--- src/sv/spq_pkg.sv ---
// Package for the sorted priority queue: item types, command and status codes,
// and the key normalization and case folding functions. No dependencies.
package spq_pkg;

    localparam int DEPTH_DEF     = 16;
    localparam int KEY_CHARS_DEF = 8;
    localparam int KEY_W         = 64;
    localparam int OCC_W         = 5;

    localparam logic CMD_ENQUEUE = 1'b0;
    localparam logic CMD_EXTRACT = 1'b1;

    typedef enum logic [1:0] {
        ST_INSERTED  = 2'd0,
        ST_EXTRACTED = 2'd1,
        ST_EMPTY     = 2'd2,
        ST_FULL      = 2'd3
    } t_status;

    typedef enum logic [1:0] {
        S_IDLE,
        S_EXTRACT,
        S_SCAN,
        S_PUT_HEAD
    } t_state;

    typedef struct packed {
        logic             command;
        logic [KEY_W-1:0] key_in;
    } t_in_item;

    typedef struct packed {
        logic [KEY_W-1:0] key_out;
        t_status          status;
        logic [OCC_W-1:0] occupancy;
    } t_out_item;

    // A key ends at its first zero byte or after nchars characters.
    function automatic logic [KEY_W-1:0] normalize_key(input logic [KEY_W-1:0] k,
                                                       input int nchars);
        logic [KEY_W-1:0] res;
        logic             alive;
        logic [7:0]       b;
        res   = '0;
        alive = 1'b1;
        for (int i = 0; i < 8; i++) begin
            b = k[KEY_W-1-8*i -: 8];
            if (i >= nchars || b == 8'd0) begin
                alive = 1'b0;
            end
            if (alive) begin
                res[KEY_W-1-8*i -: 8] = b;
            end
        end
        return res;
    endfunction

    // Lower-case letters map to upper case so that the word orders as an integer.
    function automatic logic [KEY_W-1:0] fold_case(input logic [KEY_W-1:0] k);
        logic [KEY_W-1:0] res;
        logic [7:0]       b;
        res = '0;
        for (int i = 0; i < 8; i++) begin
            b = k[8*i +: 8];
            if (b inside {[8'h61:8'h7A]}) begin
                b = b - 8'h20;
            end
            res[8*i +: 8] = b;
        end
        return res;
    endfunction

endpackage

--- src/sv/spq_keycmp.sv ---
// Case-insensitive key compare for the sorted priority queue.
// Depends on spq_pkg for the folding function.
module spq_keycmp import spq_pkg::*; #(
    parameter int KW = 8 * KEY_CHARS_DEF
) (
    input  logic [KW-1:0] i_entry,
    input  logic [KW-1:0] i_fold,
    output logic          o_less
);

    logic [KEY_W-1:0] entry_ext;
    logic [KEY_W-1:0] entry_fold;

    always_comb begin
        entry_ext  = KEY_W'(i_entry) << (KEY_W - KW);
        entry_fold = fold_case(entry_ext);
        o_less     = entry_fold[KEY_W-1 -: KW] < i_fold;
    end

endmodule

--- src/sv/sorted_priority_queue.sv ---
// Sorted priority queue of short text keys, kept in one on-chip memory.
// Depends on spq_pkg and spq_keycmp.
//
// Usage: drive i_item and raise start while busy is low; the item is taken at
// that clock edge. Exactly one result per item appears on o_result for one
// cycle, marked by o_done, and the receiver cannot hold it off.
// The keys sit in a circular buffer in memory, smallest at the head pointer.
// Extract reads the head entry into the read register and advances the head in
// the S_EXTRACT state, from which the result is registered.
// Enqueue walks from the tail toward the head, one entry per cycle, reading
// an entry and writing it one place further until a strictly smaller key is
// found; the single memory read port sets this pace. An item that lands at
// position zero ends with the S_PUT_HEAD state, which writes the new head.
// Enqueue into an empty table, extract from an empty table and enqueue into a
// full table answer in the cycle after acceptance.
// A new item may be taken while the previous result is on the outputs.
// Reset clears the entry count and head pointer; memory contents are never
// cleared because entries beyond the count are never read.
module sorted_priority_queue import spq_pkg::*; #(
    parameter int DEPTH     = DEPTH_DEF,
    parameter int KEY_CHARS = KEY_CHARS_DEF
) (
    input  logic      i_clk,
    input  logic      i_rst_n,
    input  logic      start,
    output logic      busy,
    input  t_in_item  i_item,
    output logic      o_done,
    output t_out_item o_result
);

    localparam int AW = $clog2(DEPTH);
    localparam int CW = $clog2(DEPTH + 1);
    localparam int KW = 8 * KEY_CHARS;

    t_state          r_state, n_state;
    logic [AW-1:0]   r_head, n_head;
    logic [CW-1:0]   r_count, n_count;
    logic [AW-1:0]   r_idx, n_idx;
    logic [KW-1:0]   r_key, n_key;
    logic [KW-1:0]   r_fold, n_fold;
    logic            r_done, n_done;
    t_out_item       r_result, n_result;

    logic [KW-1:0]   r_mem [DEPTH];
    logic [KW-1:0]   r_rdata;
    logic            mem_we, mem_re;
    logic [AW-1:0]   mem_waddr, mem_raddr;
    logic [KW-1:0]   mem_wdata;

    logic [KEY_W-1:0] in_norm;
    logic [KEY_W-1:0] in_fold;
    logic             entry_less;

    // Physical address of logical position idx behind the head.
    function automatic logic [AW-1:0] phys(input logic [AW-1:0] head,
                                           input logic [AW-1:0] idx);
        logic [AW:0] s;
        s = {1'b0, head} + {1'b0, idx};
        if (s >= (AW+1)'(DEPTH)) begin
            s = s - (AW+1)'(DEPTH);
        end
        return s[AW-1:0];
    endfunction

    spq_keycmp #(.KW(KW)) u_keycmp (
        .i_entry (r_rdata),
        .i_fold  (r_fold),
        .o_less  (entry_less)
    );

    assign in_norm = normalize_key(i_item.key_in, KEY_CHARS);
    assign in_fold = fold_case(in_norm);

    // Next state.
    always_comb begin
        n_state = r_state;
        case (r_state)
            S_IDLE: begin
                if (start) begin
                    if (i_item.command == CMD_EXTRACT) begin
                        if (r_count != '0) begin
                            n_state = S_EXTRACT;
                        end
                    end else if (r_count != '0 && r_count < CW'(DEPTH)) begin
                        n_state = S_SCAN;
                    end
                end
            end
            S_EXTRACT: n_state = S_IDLE;
            S_SCAN: begin
                if (entry_less) begin
                    n_state = S_IDLE;
                end else if (r_idx == '0) begin
                    n_state = S_PUT_HEAD;
                end
            end
            S_PUT_HEAD: n_state = S_IDLE;
            default:    n_state = S_IDLE;
        endcase
    end

    // Datapath, memory controls and results.
    always_comb begin
        n_head    = r_head;
        n_count   = r_count;
        n_idx     = r_idx;
        n_key     = r_key;
        n_fold    = r_fold;
        n_done    = 1'b0;
        n_result  = '{key_out: '0, status: ST_INSERTED, occupancy: OCC_W'(r_count)};
        mem_we    = 1'b0;
        mem_re    = 1'b0;
        mem_waddr = r_head;
        mem_raddr = r_head;
        mem_wdata = r_key;
        case (r_state)
            S_IDLE: begin
                if (start) begin
                    n_key  = in_norm[KEY_W-1 -: KW];
                    n_fold = in_fold[KEY_W-1 -: KW];
                    if (i_item.command == CMD_EXTRACT) begin
                        if (r_count == '0) begin
                            n_done          = 1'b1;
                            n_result.status = ST_EMPTY;
                        end else begin
                            mem_re    = 1'b1;
                            mem_raddr = r_head;
                        end
                    end else if (r_count >= CW'(DEPTH)) begin
                        n_done          = 1'b1;
                        n_result.status = ST_FULL;
                    end else if (r_count == '0) begin
                        mem_we             = 1'b1;
                        mem_waddr          = r_head;
                        mem_wdata          = in_norm[KEY_W-1 -: KW];
                        n_count            = CW'(1);
                        n_done             = 1'b1;
                        n_result.status    = ST_INSERTED;
                        n_result.occupancy = OCC_W'(1);
                    end else begin
                        n_idx     = AW'(r_count - CW'(1));
                        mem_re    = 1'b1;
                        mem_raddr = phys(r_head, AW'(r_count - CW'(1)));
                    end
                end
            end
            S_EXTRACT: begin
                n_head             = phys(r_head, AW'(1));
                n_count            = r_count - CW'(1);
                n_done             = 1'b1;
                n_result.key_out   = KEY_W'(r_rdata) << (KEY_W - KW);
                n_result.status    = ST_EXTRACTED;
                n_result.occupancy = OCC_W'(r_count - CW'(1));
            end
            S_SCAN: begin
                mem_we    = 1'b1;
                mem_waddr = phys(r_head, r_idx + AW'(1));
                if (entry_less) begin
                    // The new key goes right behind the first smaller entry.
                    mem_wdata          = r_key;
                    n_count            = r_count + CW'(1);
                    n_done             = 1'b1;
                    n_result.status    = ST_INSERTED;
                    n_result.occupancy = OCC_W'(r_count + CW'(1));
                end else begin
                    mem_wdata = r_rdata;
                    if (r_idx != '0) begin
                        n_idx     = r_idx - AW'(1);
                        mem_re    = 1'b1;
                        mem_raddr = phys(r_head, r_idx - AW'(1));
                    end
                end
            end
            S_PUT_HEAD: begin
                mem_we             = 1'b1;
                mem_waddr          = r_head;
                mem_wdata          = r_key;
                n_count            = r_count + CW'(1);
                n_done             = 1'b1;
                n_result.status    = ST_INSERTED;
                n_result.occupancy = OCC_W'(r_count + CW'(1));
            end
            default: begin
                n_done = 1'b0;
            end
        endcase
    end

    always_ff @(posedge i_clk) begin
        if (mem_we) begin
            r_mem[mem_waddr] <= mem_wdata;
        end
        if (mem_re) begin
            r_rdata <= r_mem[mem_raddr];
        end
    end

    always_ff @(posedge i_clk) begin
        if (!i_rst_n) begin
            r_state <= S_IDLE;
            r_head  <= '0;
            r_count <= '0;
            r_done  <= 1'b0;
        end else begin
            r_state <= n_state;
            r_head  <= n_head;
            r_count <= n_count;
            r_done  <= n_done;
        end
    end

    always_ff @(posedge i_clk) begin
        r_idx    <= n_idx;
        r_key    <= n_key;
        r_fold   <= n_fold;
        r_result <= n_result;
    end

    assign busy     = (r_state != S_IDLE);
    assign o_done   = r_done;
    assign o_result = r_result;

endmodule
--- config.mk ---
export PLATFORM = sky130hd
export DESIGN_NAME = sorted_priority_queue
export DESIGN_NICKNAME = d
export VERILOG_FILES = /design/src/sv/spq_pkg.sv /design/src/sv/spq_keycmp.sv /design/src/sv/sorted_priority_queue.sv
export SDC_FILE = /design/constraint.sdc
export NUM_CORES = 2
export LEC_CHECK = 0
export BUFFER_PORTS_ARGS = -buffer_cell sky130_fd_sc_hd__clkbuf_2
export CORE_MARGIN = 2
export CORE_UTILIZATION = 35
export CTS_CLUSTER_DIAMETER = 100
export DETAILED_ROUTE_END_ITERATION = 10
export SYNTH_ARGS = -nofsm -noshare
export SYNTH_HDL_FRONTEND = slang
export SYNTH_SLANG_ARGS = --single-unit
export TNS_END_PERCENT = 50
--- constraint.sdc ---
create_clock -name i_clk -period 21.9 [get_ports i_clk]
set_clock_uncertainty 0.05 [all_clocks]
set_input_delay 2.19 -clock i_clk [delete_from_list [all_inputs] [get_ports i_clk]]
set_output_delay 2.19 -clock i_clk [all_outputs]
set_load 0.02 [all_outputs]
==> flow_summary.html <==
<table>
<tr><th>Metric</th><th>Value</th></tr>
<tr><th colspan="2">Status</th></tr>
<tr><td>Run status</td><td>complete, no violations</td></tr>
<tr><th colspan="2">Floorplan</th></tr>
<tr><td>Initial cell density of the core</td><td>35.2%</td></tr>
<tr><td>Die width</td><td>395 µm</td></tr>
<tr><td>Die height</td><td>395 µm</td></tr>
<tr><td>Placeable core area</td><td>between 150000 and 200000 µm²</td></tr>
<tr><td>Number of top-level pins</td><td>~140</td></tr>
<tr><td>Total number of placement rows</td><td>143</td></tr>
<tr><td>Die Outline Area</td><td>around 160000 µm²</td></tr>
<tr><th colspan="2">Critical path</th></tr>
<tr><td>WP data required</td><td>22310 ps</td></tr>
<tr><td>Crit path arrival time</td><td>8320 ps</td></tr>
<tr><td>Startpoint kind of the worst setup timing path</td><td>flop</td></tr>
<tr><td>Delay of the slowest cell on the worst path</td><td>~850 ps</td></tr>
<tr><td>Cell-by-cell listing of the critical path</td><td>or4_1 &gt; o22ai_1 &gt; nor4_1 &gt; a21o_1 &gt; ha_1 &gt; nand4_1 &gt; or4_4 &gt; or4_4 &gt; a21oi_1 &gt; nor4_2 &gt; nand2_4 &gt; buf_4 &gt; nand2_8 &gt; buf_12 &gt; a211oi_1 &gt; o21a_1 &gt; a211oi_1</td></tr>
<tr><td>Element type at the critical path end</td><td>flop</td></tr>
<tr><td>Reg2Reg Launch Point</td><td>r_rdata[35]</td></tr>
<tr><td>Worst flop-to-flop path endpoint</td><td>r_rdata[19]</td></tr>
<tr><td>Path depth of the worst reg2reg path</td><td>17</td></tr>
<tr><td>Kind of critical path</td><td>reg -&gt; reg</td></tr>
<tr><td>Cell type of the slowest stage on the worst timing path</td><td>buf_4</td></tr>
<tr><td>Setup slack of the worst register-to-register path</td><td>13980 ps</td></tr>
<tr><td>Maximum net fanout on the critical path</td><td>131</td></tr>
<tr><th colspan="2">Min path</th></tr>
<tr><td>Tightest Hold Check Type</td><td>reg -&gt; reg</td></tr>
<tr><td>Startpoint of the lowest-slack hold path</td><td>r_rdata[50]</td></tr>
<tr><td>Number of instances on the worst hold path</td><td>1</td></tr>
<tr><td>Worst hold path endpoint</td><td>o_result[57]</td></tr>
<tr><th colspan="2">Global routing</th></tr>
<tr><td>Global-route wire length before repair</td><td>between 200000 and 250000 µm</td></tr>
<tr><td>Met3 capacity usage during global routing</td><td>3.60%</td></tr>
<tr><td>Number of global-route vias before repair</td><td>35295</td></tr>
<tr><td>Met2 track utilization from global routing</td><td>32.7%</td></tr>
<tr><td>Met1 usage in global routing</td><td>between 20% and 30%</td></tr>
<tr><td>Antenna violations before repair</td><td>15</td></tr>
<tr><td>GRT busiest layer</td><td>met2</td></tr>
<tr><td>Pin count of the biggest net entering global routing</td><td>183</td></tr>
<tr><td>Overall fraction of global-route tracks in use</td><td>20.4%</td></tr>
<tr><td>GRT overflow</td><td>0</td></tr>
<tr><th colspan="2">Power</th></tr>
<tr><td>Leak Pwr</td><td>21.2 nW</td></tr>
<tr><td>Peak ir drop on the vdd network</td><td>around 0.16 mV</td></tr>
<tr><td>Clock network power share</td><td>27.9%</td></tr>
<tr><td>Internal power</td><td>5.11 mW</td></tr>
<tr><td>Share of total power in sequential cells</td><td>between 40 and 50%</td></tr>
<tr><td>Comb power frac</td><td>31.2%</td></tr>
<tr><td>Power Dens Cells</td><td>132 nW/µm²</td></tr>
<tr><td>Total power after layout</td><td>7.98 mW</td></tr>
<tr><td>Sw frac</td><td>a little over a third</td></tr>
<tr><td>Switching Power</td><td>around 2.9 mW</td></tr>
<tr><th colspan="2">Synthesis</th></tr>
<tr><td>Proportion of synthesized chip area in sequential cells</td><td>69.4%</td></tr>
<tr><td>Cells after Synth</td><td>3984</td></tr>
<tr><td>EDFF count, synth</td><td>about 1200</td></tr>
<tr><td>Proportion of register bits with asynchronous set or reset after synthesis</td><td>0%</td></tr>
<tr><td>Most frequently used flop master after synthesis</td><td>edfxtp_1</td></tr>
<tr><td>Mean area per synthesized cell</td><td>13.4 µm²</td></tr>
<tr><td>Post-synthesis cell type count</td><td>73</td></tr>
<tr><td>Flip-flop and latch count after synthesis</td><td>about 1300</td></tr>
<tr><td>Syn Nets</td><td>4147</td></tr>
<tr><td>Synth Cell Area</td><td>53500 µm²</td></tr>
<tr><td>Yosys warns</td><td>0</td></tr>
<tr><th colspan="2">Route</th></tr>
<tr><td>DRC violation total after the first TritonRoute iteration</td><td>~4400</td></tr>
<tr><td>Antenna-violating nets left</td><td>0</td></tr>
<tr><td>Vias after detailed routing</td><td>36213</td></tr>
<tr><td>Final wirelength</td><td>163000 µm</td></tr>
<tr><td>Vias per std cell</td><td>5.88</td></tr>
<tr><td>Wire length per cell after detailed routing</td><td>26.4 µm</td></tr>
<tr><td>Detailed Routing Iterations Pass 1</td><td>8</td></tr>
<tr><td>Residual DRC count</td><td>0</td></tr>
<tr><th colspan="2">Clocking</th></tr>
<tr><td>Worst-skew pair later-pin latency</td><td>780 ps</td></tr>
<tr><td>CTS root buffer</td><td>clkbuf_16</td></tr>
<tr><td>Register clock-pin slew on the reported worst setup and hold paths</td><td>60 ps</td></tr>
<tr><td>Clock tree sinks</td><td>1263</td></tr>
<tr><td>CTS HTree Levels</td><td>4</td></tr>
<tr><td>Number of instances resized during post-cts repair</td><td>0</td></tr>
<tr><td>Post-CTS Setup Inserts</td><td>0</td></tr>
<tr><td>CTS tree</td><td>built</td></tr>
<tr><td>Quantity of hold-fixing buffers added after cts</td><td>0</td></tr>
<tr><td>Clock buffer count from CTS</td><td>135</td></tr>
<tr><td>Largest buffer count on any clock path</td><td>3</td></tr>
<tr><th colspan="2">Timing</th></tr>
<tr><td>Worst slew margin relative to its limit</td><td>19.0%</td></tr>
<tr><td>Setup repair after global routing missed its margin</td><td>false</td></tr>
<tr><td>Slew Limit Fails</td><td>0</td></tr>
<tr><td>Final cycle utilization of the critical path</td><td>36.2%</td></tr>
<tr><td>Final total negative setup slack</td><td>0 ps</td></tr>
<tr><td>Minimum clock period after layout</td><td>7920 ps</td></tr>
<tr><td>Final Hold Violating Endpoints</td><td>0</td></tr>
<tr><td>Slew at the pin with the worst max-slew slack</td><td>1210 ps</td></tr>
<tr><td>Final setup violation count</td><td>0</td></tr>
<tr><td>Max Fclk</td><td>between 0.1 and 0.15 GHz</td></tr>
<tr><th colspan="2">Final layout</th></tr>
<tr><td>Fin nets</td><td>4182</td></tr>
<tr><td>Final core utilization</td><td>about two fifths</td></tr>
<tr><td>Area growth from synthesis to final layout</td><td>13.2%</td></tr>
<tr><td>Most common cell after layout, fill and taps aside</td><td>edfxtp_1</td></tr>
<tr><td>Final instance area</td><td>60500 µm²</td></tr>
<tr><td>Most frequent cells in the layout</td><td>1180 x edfxtp_1, 329 x nand4_1, 278 x o21ai_0</td></tr>
<tr><td>Share of cells above drive strength 1</td><td>11.4%</td></tr>
<tr><th colspan="2">Placed design</th></tr>
<tr><td>Routability cong.</td><td>0.855</td></tr>
<tr><td>Number of buffers inserted by port buffering</td><td>140</td></tr>
<tr><td>Hpwl dp</td><td>85900 µm</td></tr>
<tr><td>DP Area</td><td>~56000 µm²</td></tr>
<tr><th colspan="2">Run</th></tr>
<tr><td>Max capacitance violation total</td><td>0</td></tr>
</table>
==> cell type report <==
type	count	area, µm²
diodes	3	7.51
clock buffers	171	3630
clock inverters	68	623
fillers	14092	91200
inverters	144	543
multi-input cells	2261	14800
flip-flops and latches	1263	37100
well taps	2030	2540
repair buffers	214	1290
==> sequential cells by signal, summed over array words and instances (netlist names) <==
signal and count:
o_done 1, o_result 71, r_count 5, r_fold 24
r_head 4, r_idx 4, r_key 64, r_mem 1024
r_rdata 64, r_state 2
==> cells by family (layout without fill, tap and decap cells) <==
kind of cell	after synthesis	after routing	share of synthesized area, %
AO/OA/AOI/OAI	879	879	10.9
XOR/XNOR	19	19	0.311
adder cells (fa/ha/maj)	95	95	2.27
buffers and inverters	460	597	3.49
flip-flops	1263	1263	69.4
multiplexers	77	77	1.45
other	0	3	0
AND/OR/NAND/NOR	1191	1191	12.2
==> cells in the mapped netlist, drive strengths merged, types with 56 or more instances <==
library cell / count / area (µm²)
a211oi: 193 / 1520
a21oi: 141 / 706
a22o: 64 / 561
and2: 56 / 350
and3: 180 / 1130
buf: 80 / 439
clkbuf: 236 / 886
dfxtp: 83 / 1660
edfxtp: 1180 / 35400
ha: 92 / 1150
inv: 143 / 537
mux2i: 72 / 721
nand2: 192 / 731
nand3: 267 / 1340
nand4: 329 / 2060
nor2: 86 / 323
o21a: 66 / 495
o21ai: 278 / 1390
==> power by group through the flow <==
stage          logic [mW]  registers, mW  clock network, mW
2_1_floorplan        1.62           3.28                  0
3_3_place_gp         2.43           3.31                  0
3_5_place_dp         2.47           3.31                  0
4_1_cts              2.47           3.26               2.25
5_1_grt              2.70           3.28               2.34
6_report             2.49           3.27               2.22
==> metal layers <==
layer / wire [µm] / up-vias
met4: 5330 / 14
met3: 13900 / 331
met2: 75700 / 1769
li1: - / 15670
met5: 82 / -
met1: 67600 / 18429
==> worst max-delay path by stage <==
stage / startpoint / slack, ps / depth (start not counted) / end
after global routing: r_rdata[35] / 13720 / 17 / r_rdata[31]
after detailed placement: r_rdata[35] / 14170 / 17 / r_rdata[19]
after CTS: r_rdata[35] / 14160 / 17 / r_rdata[19]
final: r_rdata[35] / 13980 / 17 / r_rdata[19]
after floorplan: r_rdata[35] / 13210 / 11 / r_rdata[0]
after global placement: r_rdata[35] / 14320 / 17 / r_rdata[19]
==> worst max-delay path: cells and delay by family (launching register included) <==
family	cells	cell delay, ps
buffers and inverters	2	1380
and+or+nand+nor	8	3660
AOI/OAI and AO/OA	6	1490
DFF	1	540
adders and majority gates	1	280
==> stage by stage <==
step,worst slack [ps],instances,hold slack [ps]
2_1_floorplan,13210,3984,438
3_3_place_gp,14320,5912,526
3_5_place_dp,14170,5912,544
4_1_cts,14160,6151,554
5_1_grt,13720,6154,576
6_report,13980,6154,561
Note: power is estimated with default switching activity, not from simulation.
